File: src/rtl/mpq_pkg.sv
`timescale 1ns / 1ps
`default_nettype none

package mpq_pkg;

    // Default sizing
    localparam int DEFAULT_QUEUE_DEPTH   = 16;
    localparam int DEFAULT_PRIORITY_BITS = 16;

    // Fixed port widths
    localparam int VALUE_W   = 32;
    localparam int IN_PRIO_W = 16;
    localparam int COUNT_W   = 5;

    // Operation codes
    typedef enum logic {
        CMD_INSERT = 1'b0,
        CMD_REMOVE = 1'b1
    } t_cmd;

    // Controller states
    typedef enum logic [1:0] {
        ST_IDLE,
        ST_EXEC,
        ST_REPORT
    } t_state;

    // Controller to datapath commands
    typedef struct packed {
        logic load;   // capture the operands of an accepted transfer
        logic exec;   // apply the captured operation to the slots
    } t_dp_ctrl;

endpackage

`default_nettype wire

File: src/rtl/mpq_datapath.sv
`timescale 1ns / 1ps
`default_nettype none

module mpq_datapath #(
    parameter int QUEUE_DEPTH   = mpq_pkg::DEFAULT_QUEUE_DEPTH,
    parameter int PRIORITY_BITS = mpq_pkg::DEFAULT_PRIORITY_BITS
) (
    input  wire logic                                 i_clk,
    input  wire logic                                 i_rst_n,
    input  wire mpq_pkg::t_dp_ctrl                    i_ctrl,
    input  wire logic                                 i_cmd,
    input  wire logic signed [mpq_pkg::VALUE_W-1:0]   i_item_value,
    input  wire logic        [mpq_pkg::IN_PRIO_W-1:0] i_item_priority,
    output logic signed      [mpq_pkg::VALUE_W-1:0]   o_head_value,
    output logic             [mpq_pkg::IN_PRIO_W-1:0] o_head_priority,
    output logic                                      o_queue_empty,
    output logic             [mpq_pkg::COUNT_W-1:0]   o_entry_count,
    output logic                                      o_insert_dropped
);
    import mpq_pkg::*;

    localparam int CW = $clog2(QUEUE_DEPTH + 1);
    localparam int PB = PRIORITY_BITS;

    // Captured operands
    t_cmd                    r_cmd;
    logic signed [VALUE_W-1:0] r_value;
    logic [PB-1:0]           r_prio;

    // Sorted slots, head at index 0
    logic signed [VALUE_W-1:0] r_slot_value [QUEUE_DEPTH];
    logic [PB-1:0]           r_slot_prio  [QUEUE_DEPTH];
    logic [CW-1:0]           r_occ;
    logic [CW-1:0]           n_occ;
    logic                    r_dropped;
    logic                    n_dropped;

    logic                    full;
    logic                    empty;
    logic                    do_insert;
    logic                    do_remove;
    logic [QUEUE_DEPTH-1:0]  ge;       // slot holds an entry at or above the new priority
    logic [QUEUE_DEPTH-1:0]  prev_ge;  // same flag one slot toward the head

    // Operand capture on an accepted transfer
    always_ff @(posedge i_clk) begin
        if (i_ctrl.load) begin
            r_cmd   <= t_cmd'(i_cmd);
            r_value <= i_item_value;
            r_prio  <= PB'(32'(i_item_priority));
        end
    end

    assign full      = (r_occ == CW'(QUEUE_DEPTH));
    assign empty     = (r_occ == '0);
    assign do_insert = i_ctrl.exec && (r_cmd == CMD_INSERT) && !full;
    assign do_remove = i_ctrl.exec && (r_cmd == CMD_REMOVE) && !empty;

    // Per-slot priority compare; sorted order makes ge a head-side prefix
    for (genvar g = 0; g < QUEUE_DEPTH; g++) begin : g_cmp
        assign ge[g] = (CW'(g) < r_occ) && (r_slot_prio[g] >= r_prio);
        if (g == 0) begin : g_head
            assign prev_ge[g] = 1'b1;
        end else begin : g_body
            assign prev_ge[g] = ge[g-1];
        end
    end

    // Compare-and-shift slot update
    for (genvar g = 0; g < QUEUE_DEPTH; g++) begin : g_slot
        always_ff @(posedge i_clk) begin
            if (do_insert && !ge[g]) begin
                if (prev_ge[g]) begin
                    r_slot_value[g] <= r_value;
                    r_slot_prio[g]  <= r_prio;
                end else if (g > 0) begin
                    r_slot_value[g] <= r_slot_value[(g > 0) ? g - 1 : 0];
                    r_slot_prio[g]  <= r_slot_prio[(g > 0) ? g - 1 : 0];
                end
            end else if (do_remove && (g < QUEUE_DEPTH - 1)) begin
                r_slot_value[g] <= r_slot_value[(g < QUEUE_DEPTH - 1) ? g + 1 : g];
                r_slot_prio[g]  <= r_slot_prio[(g < QUEUE_DEPTH - 1) ? g + 1 : g];
            end
        end
    end

    // Occupancy and drop flag
    always_comb begin
        n_occ     = r_occ;
        n_dropped = r_dropped;
        if (i_ctrl.exec) begin
            n_dropped = (r_cmd == CMD_INSERT) && full;
            if (do_insert) begin
                n_occ = r_occ + CW'(1);
            end else if (do_remove) begin
                n_occ = r_occ - CW'(1);
            end
        end
    end

    always_ff @(posedge i_clk) begin
        if (!i_rst_n) begin
            r_occ     <= '0;
            r_dropped <= 1'b0;
        end else begin
            r_occ     <= n_occ;
            r_dropped <= n_dropped;
        end
    end

    // Result fields, read while the controller reports
    assign o_queue_empty    = empty;
    assign o_head_value     = empty ? '0 : r_slot_value[0];
    assign o_head_priority  = empty ? '0 : IN_PRIO_W'(32'(r_slot_prio[0]));
    assign o_entry_count    = COUNT_W'(32'(r_occ));
    assign o_insert_dropped = r_dropped;

    a_occ_bound: assert property (@(posedge i_clk) disable iff (!i_rst_n)
        r_occ <= CW'(QUEUE_DEPTH))
        else $error("occupancy above queue depth");

    a_remove_dec: assert property (@(posedge i_clk) disable iff (!i_rst_n)
        do_remove |=> r_occ == $past(r_occ) - CW'(1))
        else $error("remove did not shrink occupancy");

    a_drop_hold: assert property (@(posedge i_clk) disable iff (!i_rst_n)
        (i_ctrl.exec && r_cmd == CMD_INSERT && full) |=>
            (r_dropped && r_occ == $past(r_occ)))
        else $error("dropped insert changed the queue");

    a_head_order: assert property (@(posedge i_clk) disable iff (!i_rst_n)
        (r_occ >= CW'(2)) |-> (r_slot_prio[0] >= r_slot_prio[1]))
        else $error("head slot out of priority order");

endmodule

`default_nettype wire

File: src/rtl/mpq_controller.sv
`timescale 1ns / 1ps
`default_nettype none

module mpq_controller (
    input  wire logic     i_clk,
    input  wire logic     i_rst_n,
    input  wire logic     i_start,
    output logic          o_busy,
    output logic          o_valid,
    output mpq_pkg::t_dp_ctrl o_ctrl
);
    import mpq_pkg::*;

    t_state r_state;
    t_state n_state;
    logic   accept;

    assign accept = i_start && !o_busy;

    // Next state
    always_comb begin
        n_state = r_state;
        case (r_state)
            ST_IDLE:   n_state = accept ? ST_EXEC : ST_IDLE;
            ST_EXEC:   n_state = ST_REPORT;
            ST_REPORT: n_state = accept ? ST_EXEC : ST_IDLE;
            default:   n_state = ST_IDLE;
        endcase
    end

    always_ff @(posedge i_clk) begin
        if (!i_rst_n) begin
            r_state <= ST_IDLE;
        end else begin
            r_state <= n_state;
        end
    end

    // Outputs; a new transfer may be taken while the last result is shown
    always_comb begin
        o_busy      = 1'b0;
        o_valid     = 1'b0;
        o_ctrl.exec = 1'b0;
        case (r_state)
            ST_IDLE:   ;
            ST_EXEC: begin
                o_busy      = 1'b1;
                o_ctrl.exec = 1'b1;
            end
            ST_REPORT: o_valid = 1'b1;
            default:   o_busy  = 1'b1;
        endcase
        o_ctrl.load = i_start && !o_busy;
    end

    a_exec_report: assert property (@(posedge i_clk) disable iff (!i_rst_n)
        o_ctrl.exec |=> o_valid)
        else $error("update not followed by result");

    a_valid_after_exec: assert property (@(posedge i_clk) disable iff (!i_rst_n)
        o_valid |-> $past(o_ctrl.exec))
        else $error("result without an update");

    a_load_exec: assert property (@(posedge i_clk) disable iff (!i_rst_n)
        o_ctrl.load |=> o_ctrl.exec)
        else $error("accepted transfer not executed");

endmodule

`default_nettype wire

File: src/rtl/max_priority_queue_top.sv
`timescale 1ns / 1ps
`default_nettype none

// Channel   Ports                                          Handshake
// command   i_cmd, i_item_value, i_item_priority           start high, busy low
// result    o_head_value, o_head_priority, o_queue_empty,  o_valid, one cycle
//           o_entry_count, o_insert_dropped
//
// Each command first applies the insert or remove across all slots in
// parallel, then shows the result. busy is high only while the slots are
// updated, so the next command can be taken while a result is on the ports.
// Reset (synchronous, active low) empties the queue; slot contents stay
// undefined until written. The receiver cannot stall the result.

module max_priority_queue_top #(
    parameter int QUEUE_DEPTH   = mpq_pkg::DEFAULT_QUEUE_DEPTH,
    parameter int PRIORITY_BITS = mpq_pkg::DEFAULT_PRIORITY_BITS
) (
    input  wire logic                                 i_clk,
    input  wire logic                                 i_rst_n,
    input  wire logic                                 start,
    output logic                                      busy,
    input  wire logic                                 i_cmd,
    input  wire logic signed [mpq_pkg::VALUE_W-1:0]   i_item_value,
    input  wire logic        [mpq_pkg::IN_PRIO_W-1:0] i_item_priority,
    output logic                                      o_valid,
    output logic signed      [mpq_pkg::VALUE_W-1:0]   o_head_value,
    output logic             [mpq_pkg::IN_PRIO_W-1:0] o_head_priority,
    output logic                                      o_queue_empty,
    output logic             [mpq_pkg::COUNT_W-1:0]   o_entry_count,
    output logic                                      o_insert_dropped
);
    import mpq_pkg::*;

    t_dp_ctrl ctrl;

    mpq_controller u_ctrl (
        .i_clk   (i_clk),
        .i_rst_n (i_rst_n),
        .i_start (start),
        .o_busy  (busy),
        .o_valid (o_valid),
        .o_ctrl  (ctrl)
    );

    mpq_datapath #(
        .QUEUE_DEPTH   (QUEUE_DEPTH),
        .PRIORITY_BITS (PRIORITY_BITS)
    ) u_dp (
        .i_clk            (i_clk),
        .i_rst_n          (i_rst_n),
        .i_ctrl           (ctrl),
        .i_cmd            (i_cmd),
        .i_item_value     (i_item_value),
        .i_item_priority  (i_item_priority),
        .o_head_value     (o_head_value),
        .o_head_priority  (o_head_priority),
        .o_queue_empty    (o_queue_empty),
        .o_entry_count    (o_entry_count),
        .o_insert_dropped (o_insert_dropped)
    );

endmodule

`default_nettype wire
File: config.mk
export PLATFORM = sky130hd
export DESIGN_NAME = max_priority_queue_top
export DESIGN_NICKNAME = d
export VERILOG_FILES = /design/src/rtl/mpq_pkg.sv /design/src/rtl/mpq_datapath.sv /design/src/rtl/mpq_controller.sv /design/src/rtl/max_priority_queue_top.sv
export SDC_FILE = /design/constraint.sdc
export NUM_CORES = 2
export LEC_CHECK = 0
export BUFFER_PORTS_ARGS = -buffer_cell sky130_fd_sc_hd__buf_4
export CAP_MARGIN = 20
export CORE_MARGIN = 2
export CORE_UTILIZATION = 40
export DETAILED_ROUTE_END_ITERATION = 6
export PLACE_DENSITY_LB_ADDON = 0.25
export RECOVER_POWER = 100
export SYNTH_ARGS = -nofsm -noshare
export SYNTH_HDL_FRONTEND = slang
export SYNTH_SLANG_ARGS = --single-unit
File: constraint.sdc
create_clock -name i_clk -period 8 [get_ports i_clk]
set_input_delay 1.6 -clock i_clk [delete_from_list [all_inputs] [get_ports i_clk]]
set_output_delay 1.6 -clock i_clk [all_outputs]
set_load 0.01 [all_outputs]
After elaboration in Yosys (flattened, before gate mapping)

Memory sizes are Yosys's and may differ from the RTL's.
Index checks and enable logic that the tools add are counted.

RAM bits: 768
Register bits: 57
Output and inout bits: 57
Memories kept: 2

Reduce and logical (&&, ||, !) cells: 61
Equal/unequal tests: 3
$add $sub $neg: 2
Muxes and demuxes: 192
Magnitude comparators: 32
Bitwise logic cells: 61

Memories:

| memory            | depth | width | rd ports | clocked after Yosys merged registers in | wr ports | line               | source |
|---|---|---|---|---|---|---|---|
| u_dp.r_slot_value | 16    | 32    | 16       | 0                                       | 16       | mpq_datapath.sv:31 | `logic signed [VALUE_W-1:0] r_slot_value [QUEUE_DEPTH];` |
| u_dp.r_slot_prio  | 16    | 16    | 16       | 0                                       | 16       | mpq_datapath.sv:32 | `logic [PB-1:0] r_slot_prio [QUEUE_DEPTH];` |

Operators by type and width:

| operator                                                  | number |
|---|---|
| two-way mux 32 bit                                        | 31 |
| two-way mux 16 bit                                        | 31 |
| greater-or-equal comparator 16 bit                        | 16 |
| two-way mux 1 bit                                         | 127 |
| OR 1 bit                                                  | 60 |
| less-than comparator 4 x 5 -> 1 bit, first input constant | 8 |
| logical AND 1 bit                                         | 38 |
| less-than comparator 3 x 5 -> 1 bit, first input constant | 4 |
| zero test 1 bit                                           | 18 |
| less-than comparator 1 x 5 -> 1 bit, first input constant | 2 |
| less-than comparator 2 x 5 -> 1 bit, first input constant | 2 |
| two-way mux 5 bit                                         | 2 |
| adder 5 x 1 -> 5 bit, second input constant               | 1 |
| == test 5 bit, second input constant                      | 1 |
| zero test 5 bit                                           | 1 |
| subtractor 5 x 1 -> 5 bit, second input constant          | 1 |
| one-hot mux 2 bit (2 select lines)                        | 1 |
| == test 2 x 1 -> 1 bit, second input constant             | 1 |
| == test 2 bit, second input constant                      | 1 |
| zero test 2 bit                                           | 1 |
| AND reduction 2 bit                                       | 1 |
| nonzero test 2 bit                                        | 1 |
| OR reduction 2 bit                                        | 1 |
| NOT 1 bit                                                 | 1 |

Logic depth before layout (Yosys ltp)

Depth in word-level cells: 9
Mapped depth: 13
Mapped depth without buffers: 9

By module

From an unflattened synthesis, not the netlist that was laid out.

Cell total of the unflattened synthesis: 3,447
Area, all modules: 43,068.8 um2

By module, submodules not included:

| module         | sequential area each (um2) | instances | cells each | area an instance (um2) |
|---|---|---|---|---|
| mpq_datapath   | 24,653.6                   | 1         | 3,438      | 42,981.2 |
| mpq_controller | 40.0                       | 1         | 9          | 87.6 |

Least setup slack after synthesis

OpenSTA, ideal clock, no wires.

Path kind: register to register
Start point: reg u_dp.r_prio[7]
End point: mem u_dp.r_slot_prio[0][112] in the netlist's numbering (enable)
Cell stages (with the launch flop): 10
Arrival time: 5.572 ns
Path slack: 1.908 ns
Path buffers: 1
Path through: edfxtp_1 clkbuf_1 inv_1 ha_1 a21oi_1 o21a_1 o211ai_1 a2111o_1 and2_1 o21ai_0

RTL lines:

| element                | line               | source |
|---|---|---|
| start, declared        | mpq_datapath.sv:28 | `logic [PB-1:0] r_prio;` |
| start signal, assigned | mpq_datapath.sv:50 | `r_prio <= PB'(32'(i_item_priority));` |
| end, declared          | mpq_datapath.sv:32 |  |

==> results summary <==
The run finished, with violations left. The final reports fail on DRC, capacitance limit, slew limit. The worst hold path class is flip-flop to flip-flop. The synthesized net count is 4003. Yosys mapped a number of flops with a built-in enable equal to 817. The number of cells in the design after placement came out at 4964. Setup repair after global routing left no endpoint under its margin. Sorting the synthesized cells by area gives the leading types as edfxtp_1, ha_1, a22oi_1, o21ai_0, a221o_1. The H-tree was split into 3 levels. The proportion of layout cells with a drive suffix above 1 came out at 0.0730.

The routed design has 138 mm of wire. In the global route stage, overall resource usage came out at 0.240. In this run, the number of DRC markers left after iteration 0 of detailed routing was 3623.

Among all stages on the critical path, the largest delay is contributed by a211oi_1. Fill cells in the final layout number 9987. The post-synthesis area per instance is 11.9 um2.

The first-pass GRT wire length came out at 207 mm. The required time reported for the critical path endpoint came out at 8.31 ns. The cell type group with the largest total delay on the critical path is compound AO/OA/AOI/OAI gates.

The predominant post-synthesis flop cell is edfxtp_1. Adding up every negative setup slack in the final design gives 0 ns. After the last flow step, the layout net total stands at 3960.

The critical-path maximum fanout is 33. The number of global-route vias before repair is 31312. The clock tree from TritonCTS is yes. The post-route fraction of the period consumed by the critical path came out at 0.786. The number of buffer and inverter stages on the critical path came out at 2. The final critical-path required period is 6.28 ns. The post-cts repair resize count came out at 0. The cell count after synthesis came out at 3692. The number of setup buffers added after CTS is 0. The number of distinct library cells after synthesis came out at 64.

The total half-perimeter wirelength after legalization and detailed placement is 85.0 mm. The final non-filler cell total came out at 5139. The final-report hold violation count is 0.

The placeable core area is 109000 um2. The longest individual stage delay on the worst path is 2.50 ns. The share of the core filled with cells in the final layout is 0.445. Of the post-synthesis cell area, the dominant cell type holds 0.559.

The share of synthesized area occupied by flip-flops and latches is 0.563. The count of buffers from port buffering is 108. The row count came out at 121. Entering global routing, the biggest net connects 197 pins.

The max-slew violation count is 877. The synthesized flop and latch total came out at 825. The worst setup path is launched from a flip-flop. edfxtp_1 takes more of the synthesized area than any other cell. The number of setup violations in the final report came out at 0. Buffers inserted to repair hold after CTS numbered 0.

The critical path is of the flip-flop to flip-flop type. The detailed-route DRC error count is 1. The synthesized area came out at 43900 um2. The setup skew after layout is 0.0324 ns. The count of antenna diodes in the layout is 0.

Dividing the detail-routed wire length by the instance count gives 26.8 um. During synthesis, Yosys emitted a total of 0 warnings. IR analysis of the VDD net gives a maximum drop of 157 uV. Counting instances in the post-synthesis netlist gives the leading cell types as edfxtp_1, o21ai_0, a22oi_1, nand2_1, ha_1. The residual antenna-violating net count after detailed routing is 0.

Walking the worst path, the cells encountered are inv_1 > ha_1 > a211oi_1 > o21ai_0 > a221oi_1 > o21ai_0 > a211oi_1 > buf_4. The area growth from synthesis to final layout is 10.5%. By instance count, the leading cell after synthesis is edfxtp_1. The ratio of total power to cell area came out at 227 nW/um2.

Clock tree synthesis selected as its root buffer the cell clkbuf_16. The signal arrival time at the worst endpoint came out at 6.59 ns. The ratio of routed vias to standard cells is 6.29. The normalized max-slew margin is -1.75. The proportion of register bits with asynchronous set or reset after synthesis came out at 0. The total die area is 112000 um2. The TritonCTS buffer count came out at 97. The maximum clock path buffer count is 3. The worst setup path is captured at a flip-flop. The clock slew seen by the registers of the worst setup and hold paths is 0.06 ns.

The starting density of the core came out at 0.403. The number of max-cap violations is 24. The total vias in the final route is 32307. The initial antenna violation count came out at 0. The overall power after layout is 11.0 mW. The chip width is 335 um.

At the later pin of the worst-skew pair, clock insertion delay measures 0.69 ns. For this design the static power due to leakage is 17.0 nW. The floorplan step set the die height to 335 um.

After global routing the overflow that remains totals 0. The number of ports placed on the die boundary is 109. The achievable frequency came out at 159 MHz. The total clock sinks is 825. For the pin with the worst max-slew slack, the measured transition is 4.12 ns.

At the end of routability-driven placement, the weighted congestion stood at 0.875. The first TritonRoute pass finished after 7 iterations.
stage by stage:
step | hold slack (ns) | instance area [um2] | worst slack (ns)
6_report | 0.552 | 48500 | 1.72
5_1_grt | 0.564 | 48500 | 1.46
4_1_cts | 0.549 | 49000 | 3.09
3_5_place_dp | 0.538 | 46000 | 3.14
3_3_place_gp | 0.537 | 46000 | 3.23
2_1_floorplan | 0.519 | 43900 | 1.91
tightest hold or removal path, stage by stage, from the launching register on:
cell and delay (ns):
edfxtp_1 0.34, nand2_1 0.05, nand2_1 0.05
state kept, by name (all words and copies together), names as in the netlist:
signal and count:
u_dp.r_slot_value 512, u_dp.r_slot_prio 256, u_dp.r_value 32, u_dp.r_prio 16, u_dp.o_entry_count 5, u_ctrl.r_state 2, u_dp.o_insert_dropped 1, u_dp.r_cmd 1
area by class of cell:
type | instances | area, um2 | area share
multi-input combinational | 2453 | 17600 | 0.363
clock inverter | 53 | 429 | 0.00885
tap | 1414 | 1770 | 0.0365
inverter | 95 | 357 | 0.00735
clock buffer | 122 | 2610 | 0.0538
timing repair buffer | 177 | 1020 | 0.0211
sequential | 825 | 24700 | 0.509
layout by cell type (no fill, tap or decap), types with 5 or more instances in the layout:
master,count
edfxtp_1,817
o21ai_0,394
a22oi_1,323
nand2_1,304
ha_1,259
a221o_1,193
a21oi_1,126
and2_1,113
a21o_1,105
clkbuf_1,103
clkbuf_16,101
inv_1,95
a22o_1,65
nand3_1,64
o211ai_1,55
nor2b_1,53
a32oi_1,52
buf_4,52
nand3b_1,49
clkbuf_4,38
nor2_1,36
and2_0,31
o31ai_1,31
mux2_2,28
clkinv_1,25
nand4_1,20
mux2_1,20
nand2b_1,19
a211oi_1,15
clkinv_2,12
nor3_1,10
o21a_1,8
and4_1,8
dfxtp_1,8
nor4_1,5
a41oi_1,5
a211o_1,5
a2111oi_0,5
bufinv_16,5
power breakdown:
group	internal (mW)	leakage (nW)	switching (mW)	total, mW
Clock	2.47	1.47	1.89	4.36
Sequential	5.13	7.59	0.204	5.34
Combinational	0.443	7.94	0.871	1.31
Total	8.05	17.0	2.97	11.0
cells by family (layout without fill, tap and decap cells):
logic type,count (synthesis),after routing,share of synthesized area
fa+ha+maj,259,259,0.0738
compound gates,1407,1407,0.227
xor+xnor,3,3,0.000599
buf+inv,414,447,0.0377
flops,825,825,0.563
mux,48,48,0.0123
simple gates,736,736,0.0856
per-layer routing:
metal	global-route usage	wire, um	up-vias
met2	0.385	64100	1296
met5	0	0	-
li1	-	-	14532
met3	0.0302	8500	241
met1	0.333	60200	16238
met4	0.0915	5200	0
path summary, 6_finish.rpt:
kind / cells after the start / from / endpoint / slack, ns
setup / recovery: 8 / u_dp.r_prio[5] / u_dp.r_slot_value[15][11] / 1.72
hold / removal: 2 / u_dp.r_slot_value[1][12] / u_dp.r_slot_value[0][12] / 0.55
setup reg to reg: 8 / u_dp.r_prio[5] / u_dp.r_slot_value[15][11] / 1.72
hold reg to reg: 2 / u_dp.r_slot_value[1][12] / u_dp.r_slot_value[0][12] / 0.55
No activity file was read; power rests on OpenSTA's default activity.
